--- src/hw/rtl/assert_macros.svh ---
// Assertion helpers for the RTL.
`ifndef ASSERT_MACROS_SVH
`define ASSERT_MACROS_SVH

// Same-cycle implication, checked out of reset.
`define ASSERT_IMPL(label, clk, rst, ante, cons) \
  label: assert property (@(posedge clk) disable iff (rst) (ante) |-> (cons)) \
    else $error("same-cycle check failed");

// Next-cycle implication, checked out of reset.
`define ASSERT_NEXT(label, clk, rst, ante, cons) \
  label: assert property (@(posedge clk) disable iff (rst) (ante) |=> (cons)) \
    else $error("next-cycle check failed");

`endif

--- src/hw/rtl/uref_pkg.sv ---
package uref_pkg;

  // Default ring depth
  localparam int DEFAULT_FIFO_DEPTH = 64;

  // Operation codes
  localparam logic OP_SAMPLE = 1'b0;
  localparam logic OP_POP    = 1'b1;

  // Receiver status bit positions
  localparam int ST_PARITY_BIT = 0;
  localparam int ST_FRAME_BIT  = 1;
  localparam int ST_IDLE_BIT   = 4;
  localparam int ST_READY_BIT  = 5;

  // Request beat
  typedef struct packed {
    logic       op;
    logic [7:0] status_bits;
    logic [8:0] data_word;
  } req_t;

  // Response beat
  typedef struct packed {
    logic       ok;
    logic [7:0] ev_char;
    logic       ev_has_data;
    logic       ev_break;
    logic       ev_frame_err;
    logic       ev_parity_err;
    logic       ev_idle;
    logic       rx_irq_enable;
    logic [6:0] fill_count;
  } rsp_t;

  // Stored event, 13 bits
  typedef struct packed {
    logic       idle;
    logic       parity;
    logic       frame;
    logic       brk;
    logic       ch_valid;
    logic [7:0] ch;
  } event_t;

  // Classifier verdict for one sample
  typedef struct packed {
    logic   store;
    logic   irq_clear;
    logic   irq_set;
    event_t ev;
  } cls_t;

endpackage

--- src/hw/rtl/uref_classify.sv ---
module uref_classify import uref_pkg::*; (
  input  logic [7:0] status_bits,
  input  logic [8:0] data_word,
  output cls_t       cls
);

  logic ready;
  logic frame;
  logic parity;
  logic zero_data;
  logic line_brk;

  assign ready     = status_bits[ST_READY_BIT];
  assign frame     = status_bits[ST_FRAME_BIT];
  assign parity    = status_bits[ST_PARITY_BIT];
  assign zero_data = (data_word == 9'd0);
  // framing error on an all-zero word is a line break
  assign line_brk  = ready && frame && zero_data;

  // Sort the sample into an event; error bits only count with data ready
  always_comb begin
    cls.ev.ch       = ready ? data_word[7:0] : 8'd0;
    cls.ev.ch_valid = ready && !line_brk && !parity;
    cls.ev.brk      = line_brk;
    cls.ev.frame    = ready && ((frame && !zero_data) || parity);
    cls.ev.parity   = ready && parity;
    cls.ev.idle     = status_bits[ST_IDLE_BIT];
    cls.store       = ready || status_bits[ST_IDLE_BIT];
    cls.irq_clear   = line_brk;
    cls.irq_set     = status_bits[ST_IDLE_BIT];
  end

endmodule

--- src/hw/rtl/uart_rx_event_fifo.sv ---
// UART receive event FIFO. Each request beat is either a receiver status
// sample or a pop, and yields exactly one response beat. A sample is sorted
// into an event (character, break, framing or parity error, idle line) and
// written into a ring of FIFO_DEPTH entries held in a single-port synchronous
// RAM; a full ring drops its oldest entry. A sample or an empty pop loads the
// response register directly; other pops read the RAM into rd_data first. A
// request is taken only in the idle state, once the response register is free
// or draining. No RAM clear after reset: only written entries are ever read.
`include "assert_macros.svh"

module uart_rx_event_fifo import uref_pkg::*; #(
  parameter int FIFO_DEPTH = DEFAULT_FIFO_DEPTH
) (
  input  logic clk,
  input  logic rst,
  input  req_t req,
  input  logic req_valid,
  output logic req_stall,
  output rsp_t rsp,
  output logic rsp_valid,
  input  logic rsp_stall
);

  localparam int PW = $clog2(FIFO_DEPTH);
  localparam int CW = $clog2(FIFO_DEPTH + 1);

  typedef enum logic {ST_IDLE, ST_READ} state_t;

  state_t        state;
  logic [PW-1:0] wr_ptr;
  logic [PW-1:0] rd_ptr;
  logic [CW-1:0] count;
  logic          irq_en;
  logic          irq_next;
  logic          accept;
  logic          is_full;
  logic          do_write;
  logic          do_read;
  logic [CW-1:0] count_after;
  logic          rsp_load;
  rsp_t          rsp_next;
  cls_t          cls;

  event_t        mem [FIFO_DEPTH];
  event_t        rd_data;

  function automatic logic [PW-1:0] next_slot(input logic [PW-1:0] p);
    return (p == PW'(FIFO_DEPTH - 1)) ? '0 : p + 1'b1;
  endfunction

  uref_classify u_classify (
    .status_bits (req.status_bits),
    .data_word   (req.data_word),
    .cls         (cls)
  );

  // Handshake and decode
  assign req_stall   = (state != ST_IDLE) || (rsp_valid && rsp_stall);
  assign accept      = req_valid && !req_stall;
  assign is_full     = (count == CW'(FIFO_DEPTH));
  assign do_write    = accept && (req.op == OP_SAMPLE) && cls.store;
  assign do_read     = accept && (req.op == OP_POP);
  assign count_after = (cls.store && !is_full) ? count + 1'b1 : count;
  // idle sets the enable after any break clear
  assign irq_next    = cls.irq_set ? 1'b1 : (cls.irq_clear ? 1'b0 : irq_en);

  // Event RAM
  always_ff @(posedge clk) begin
    if (do_write) begin
      mem[wr_ptr] <= cls.ev;
    end
    if (do_read) begin
      rd_data <= mem[rd_ptr];
    end
  end

  // Next response beat: popped event, sample verdict or empty pop
  always_comb begin
    rsp_next = '0;
    rsp_load = 1'b0;
    if (state == ST_READ) begin
      rsp_load               = 1'b1;
      rsp_next.ok            = 1'b1;
      rsp_next.ev_char       = rd_data.ch;
      rsp_next.ev_has_data   = rd_data.ch_valid;
      rsp_next.ev_break      = rd_data.brk;
      rsp_next.ev_frame_err  = rd_data.frame;
      rsp_next.ev_parity_err = rd_data.parity;
      rsp_next.ev_idle       = rd_data.idle;
      rsp_next.rx_irq_enable = irq_en;
      rsp_next.fill_count    = 7'(count);
    end else if (accept && (req.op == OP_SAMPLE)) begin
      rsp_load               = 1'b1;
      rsp_next.ok            = cls.store;
      rsp_next.rx_irq_enable = irq_next;
      rsp_next.fill_count    = 7'(count_after);
    end else if (accept && (count == '0)) begin
      // pop on empty ring
      rsp_load               = 1'b1;
      rsp_next.rx_irq_enable = irq_en;
      rsp_next.fill_count    = 7'(count);
    end
  end

  // Control and response register
  always_ff @(posedge clk) begin
    if (rst) begin
      state     <= ST_IDLE;
      wr_ptr    <= '0;
      rd_ptr    <= '0;
      count     <= '0;
      irq_en    <= 1'b1;
      rsp_valid <= 1'b0;
    end else begin
      unique case (state)
        ST_IDLE: begin
          if (accept) begin
            if (req.op == OP_SAMPLE) begin
              irq_en <= irq_next;
              if (cls.store) begin
                wr_ptr <= next_slot(wr_ptr);
                // full ring: oldest entry goes
                if (is_full) begin
                  rd_ptr <= next_slot(rd_ptr);
                end else begin
                  count <= count + 1'b1;
                end
              end
            end else if (count != '0) begin
              rd_ptr <= next_slot(rd_ptr);
              count  <= count - 1'b1;
              state  <= ST_READ;
            end
          end
        end
        ST_READ: begin
          state <= ST_IDLE;
        end
        default: begin
          state <= ST_IDLE;
        end
      endcase
      if (rsp_load) begin
        rsp_valid <= 1'b1;
        rsp       <= rsp_next;
      end else if (rsp_valid && !rsp_stall) begin
        rsp_valid <= 1'b0;
      end
    end
  end

  // Checks
  `ASSERT_IMPL(a_count_bound, clk, rst, 1'b1, count <= CW'(FIFO_DEPTH))
  `ASSERT_IMPL(a_read_slot_free, clk, rst, state == ST_READ, !rsp_valid)
  `ASSERT_NEXT(a_empty_pop, clk, rst, do_read && (count == '0), rsp_valid && !rsp.ok)
  `ASSERT_NEXT(a_sample_done, clk, rst, accept && (req.op == OP_SAMPLE),
               rsp_valid && (rsp.ok == $past(cls.store)))

endmodule

--- config.mk ---
export PLATFORM = sky130hd
export DESIGN_NAME = uart_rx_event_fifo
export DESIGN_NICKNAME = d
export VERILOG_FILES = /design/src/hw/rtl/uref_pkg.sv /design/src/hw/rtl/uref_classify.sv /design/src/hw/rtl/uart_rx_event_fifo.sv
export VERILOG_INCLUDE_DIRS = /design/src /design/src/hw/rtl
export SDC_FILE = /design/constraint.sdc
export NUM_CORES = 1
export LEC_CHECK = 0
export BUFFER_PORTS_ARGS = -buffer_cell sky130_fd_sc_hd__buf_2
export CAP_MARGIN = 10
export CORE_UTILIZATION = 40
export CTS_BUF_LIST = sky130_fd_sc_hd__clkbuf_16
export DETAILED_ROUTE_END_ITERATION = 16
export HOLD_SLACK_MARGIN = 0.08
export SYNTH_ARGS = -nofsm -noshare
export SYNTH_HDL_FRONTEND = slang
export SYNTH_SLANG_ARGS = --single-unit
--- constraint.sdc ---
create_clock -name clk -period 7.1 [get_ports clk]
set_input_delay 2.13 -clock clk [delete_from_list [all_inputs] [get_ports clk]]
set_output_delay 2.13 -clock clk [all_outputs]
set_load 0.02 [all_outputs]
==> flow_summary.json <==
{
  "post_cts_buffers": 0,
  "syn-num-nets": 1799,
  "wl_per_cell_um": 25.9,
  "reg2reg_slack_ns": 3.38,
  "dieWidth_um": 298,
  "ys_dominant_reg_cell": "edfxtp_1",
  "min_path_type": "reg -> reg",
  "synth.avg_cell_area_um2": 19.7,
  "synth_cell_types": 75,
  "port_buffers": 41,
  "seq_area_um2": 26500,
  "design_power_total_uw": 11200,
  "powerDensity_nw_per_um2": 283,
  "drive_gt1_share_pct": 24.3,
  "top_usage_layer": "met2",
  "grt_max_degree": 75,
  "ys_ff_latch": 889,
  "grt.total_usage_pct": 18.3,
  "use_met1_pct": 26.3,
  "gr-usage-met3_pct": 2.62,
  "numCtsBuffers": 87,
  "cts_hold_buf": 0,
  "dpl.hpwl_mm": 46.7,
  "fill_cells": 7314,
  "clkPwrFrac_pct": 41.4,
  "seq_power_share_pct": 52.2,
  "ios": 46,
  "nNetsFinal": 1919,
  "p_comb_share_pct": 6.4,
  "grt_setup_unrepaired": "no",
  "finalWirelength_mm": 80.8,
  "critical_path_required_ns": 4.97,
  "ir_drop_uv": 198,
  "setup_violations": 0,
  "path_class": "in -> out",
  "gp_congestion": 0.864,
  "dieArea_um2": 88600,
  "postRouteAntennaNets": 0,
  "synth_top_area_share_pct": 74.4,
  "fin_setup_tns_ns": 0,
  "grt_first_pass_wirelength_mm": 119,
  "antenna_found_initial": 2,
  "p_int_uw": 8820,
  "dp.cells": 2958,
  "worstSkewPairLatency_ns": 0.64,
  "cp-start-kind": "input pin",
  "max_slew_margin_pct": 31.6,
  "first_pass_iters": 7,
  "yosysTopAreaCell": "edfxtp_1",
  "endpoint_kind": "output port",
  "via_per_inst": 5.57,
  "cts_tree": "yes",
  "vias": 17400,
  "p_switching_uw": 2420,
  "grt_pass1_vias": 17400,
  "fin_cells": 3122,
  "tightest_slew_ns": 1.02,
  "cp_max_fo": 5,
  "synthToLayoutAreaGrowth_pct": 13.4,
  "yosysWarnings": 0,
  "clock-root-buffer": "clkbuf_16",
  "ys_seq_area_share_pct": 75.7,
  "p_leak_uw": 0.0115,
  "die_h_um": 298,
  "cts_sinks": 889,
  "drtIter0Drc": 1496,
  "syn_inst": 1772,
  "finalHoldViolCount": 0,
  "drv_slew": 0,
  "synth_edf_count": 867,
  "fp-row-count": 108,
  "grt.overflow.total": 0,
  "cts_resized": 0,
  "ys_top_cells_by_area": "edfxtp_1 74%, mux4_2 11%, mux2i_1 2.7%, nor2_1 1.4%, dfxtp_1 1.3%",
  "synthArstFlopShare_pct": 0,
  "outcome": "complete, no violations",
  "grt_use_met2_pct": 28.9,
  "cts.clk_slew.worst_paths_ns": 0.06,
  "post-route-period-util_pct": 67.5,
  "multi_input_area_um2": 7860,
  "synth_area_um2": 35000,
  "htree_levels": 3,
  "drv_cap": 0,
  "skew_ns": 0.0248,
  "drc": 0,
  "cp.arrival_ns": 2.66,
  "holdWs_ns": 0.478,
  "fin_crit_ns": 4.79,
  "max_freq_mhz": 209,
  "clk_path_buf_depth": 3,
  "initial_utilization_pct": 40.3,
  "core_area_um2": 86800,
  "netSwitchingFraction_pct": 21.6
}
-- final timing paths --
kind / end / cells after the start / startpoint
worst max-delay path: req_stall / 4 / rsp_stall
worst min register to register: rsp_valid / 2 / rsp_valid
worst max register to register: rd_data[10] / 6 / rd_ptr[2]
worst min-delay path: rsp_valid / 2 / rsp_valid
-- power groups by stage --
stage | clock network (uW) | logic, uW | registers (uW)
finish | 4650 | 725 | 5860
CTS | 4740 | 733 | 5860
global route | 4940 | 772 | 5870
detailed placement | 0 | 731 | 5970
global placement | 0 | 717 | 5970
floorplan | 0 | 515 | 5950
-- cells in the final DEF, fill, tap and decap left out, drive strengths merged, types with 24 or more instances in the layout --
cell,n
inv,28
and2,24
buf,133
mux4,164
o21ai,31
clkinv,39
o22ai,34
edfxtp,867
mux2i,94
clkbuf,90
nor2,135
a211oi,25
a21oi,31
-- registers in the layout (all words and copies together) (netlist names) --
register   flops
rd_ptr         6
rsp_valid      1
irq_en         1
mem          832
rd_data       13
count          7
state          1
rsp           22
wr_ptr         6
-- cells in the mapped netlist (all sizes together) (9+ instances only) --
cell type,instances
dfxtp,22
nor3,17
clkbuf,31
nand3b,10
nor2,135
mux2,19
o21ai,31
buf,71
edfxtp,867
a211oi,25
and2,24
nand3,20
inv,9
nand2,21
a21oi,31
mux4,164
o22ai,34
a22oi,20
mux2i,94
-- final cells by class --
class	instances	share of cell area (%)
Tap cell	1155	3.64
Clock buffer	90	5.68
Inverter	9	0.0852
Clock inverter	73	1.65
Sequential cell	889	66.8
Timing Repair Buffer	133	2.35
Antenna cell	1	0.00631
Multi-Input combinational cell	772	19.8
-- critical path, cell delays in order --
cell and delay, ns:
buf_2 0.11, a21oi_2 0.21, inv_1 0.06, buf_2 0.15
-- per-stage QoR --
| stage | cell area, um^2 | util (%) | setup WS [ns] |
|---|---|---|---|
| 2_1_floorplan | 35000 | - | 0.891 |
| 3_3_place_gp | 36800 | 42.4 | 1.88 |
| 3_5_place_dp | 36800 | 42.4 | 1.77 |
| 4_1_cts | 39700 | 45.7 | 2.31 |
| 5_1_grt | 39700 | 45.7 | 2.20 |
| 6_report | 39700 | 45.7 | 2.31 |
-- per-layer routing --
layer  up-vias  part of all wire, %
li1       7542                    -
met1      9204                   44
met2       556                   48
met3        98                  5.7
met4         4                  2.4
met5         -                0.017
-- logic make-up after synthesis --
| family | count (synthesis) | share of synthesized area, % |
|---|---|---|
| AND/OR/NAND/NOR | 268 | 3.74 |
| multiplexers | 277 | 13.9 |
| flip-flops | 889 | 75.7 |
| buffers and inverters | 111 | 1.96 |
| XOR/XNOR | 13 | 0.325 |
| AO/OA/AOI/OAI | 209 | 4.26 |
| adder cells (fa/ha/maj) | 5 | 0.179 |
Note: power is estimated with default switching activity, not from simulation.
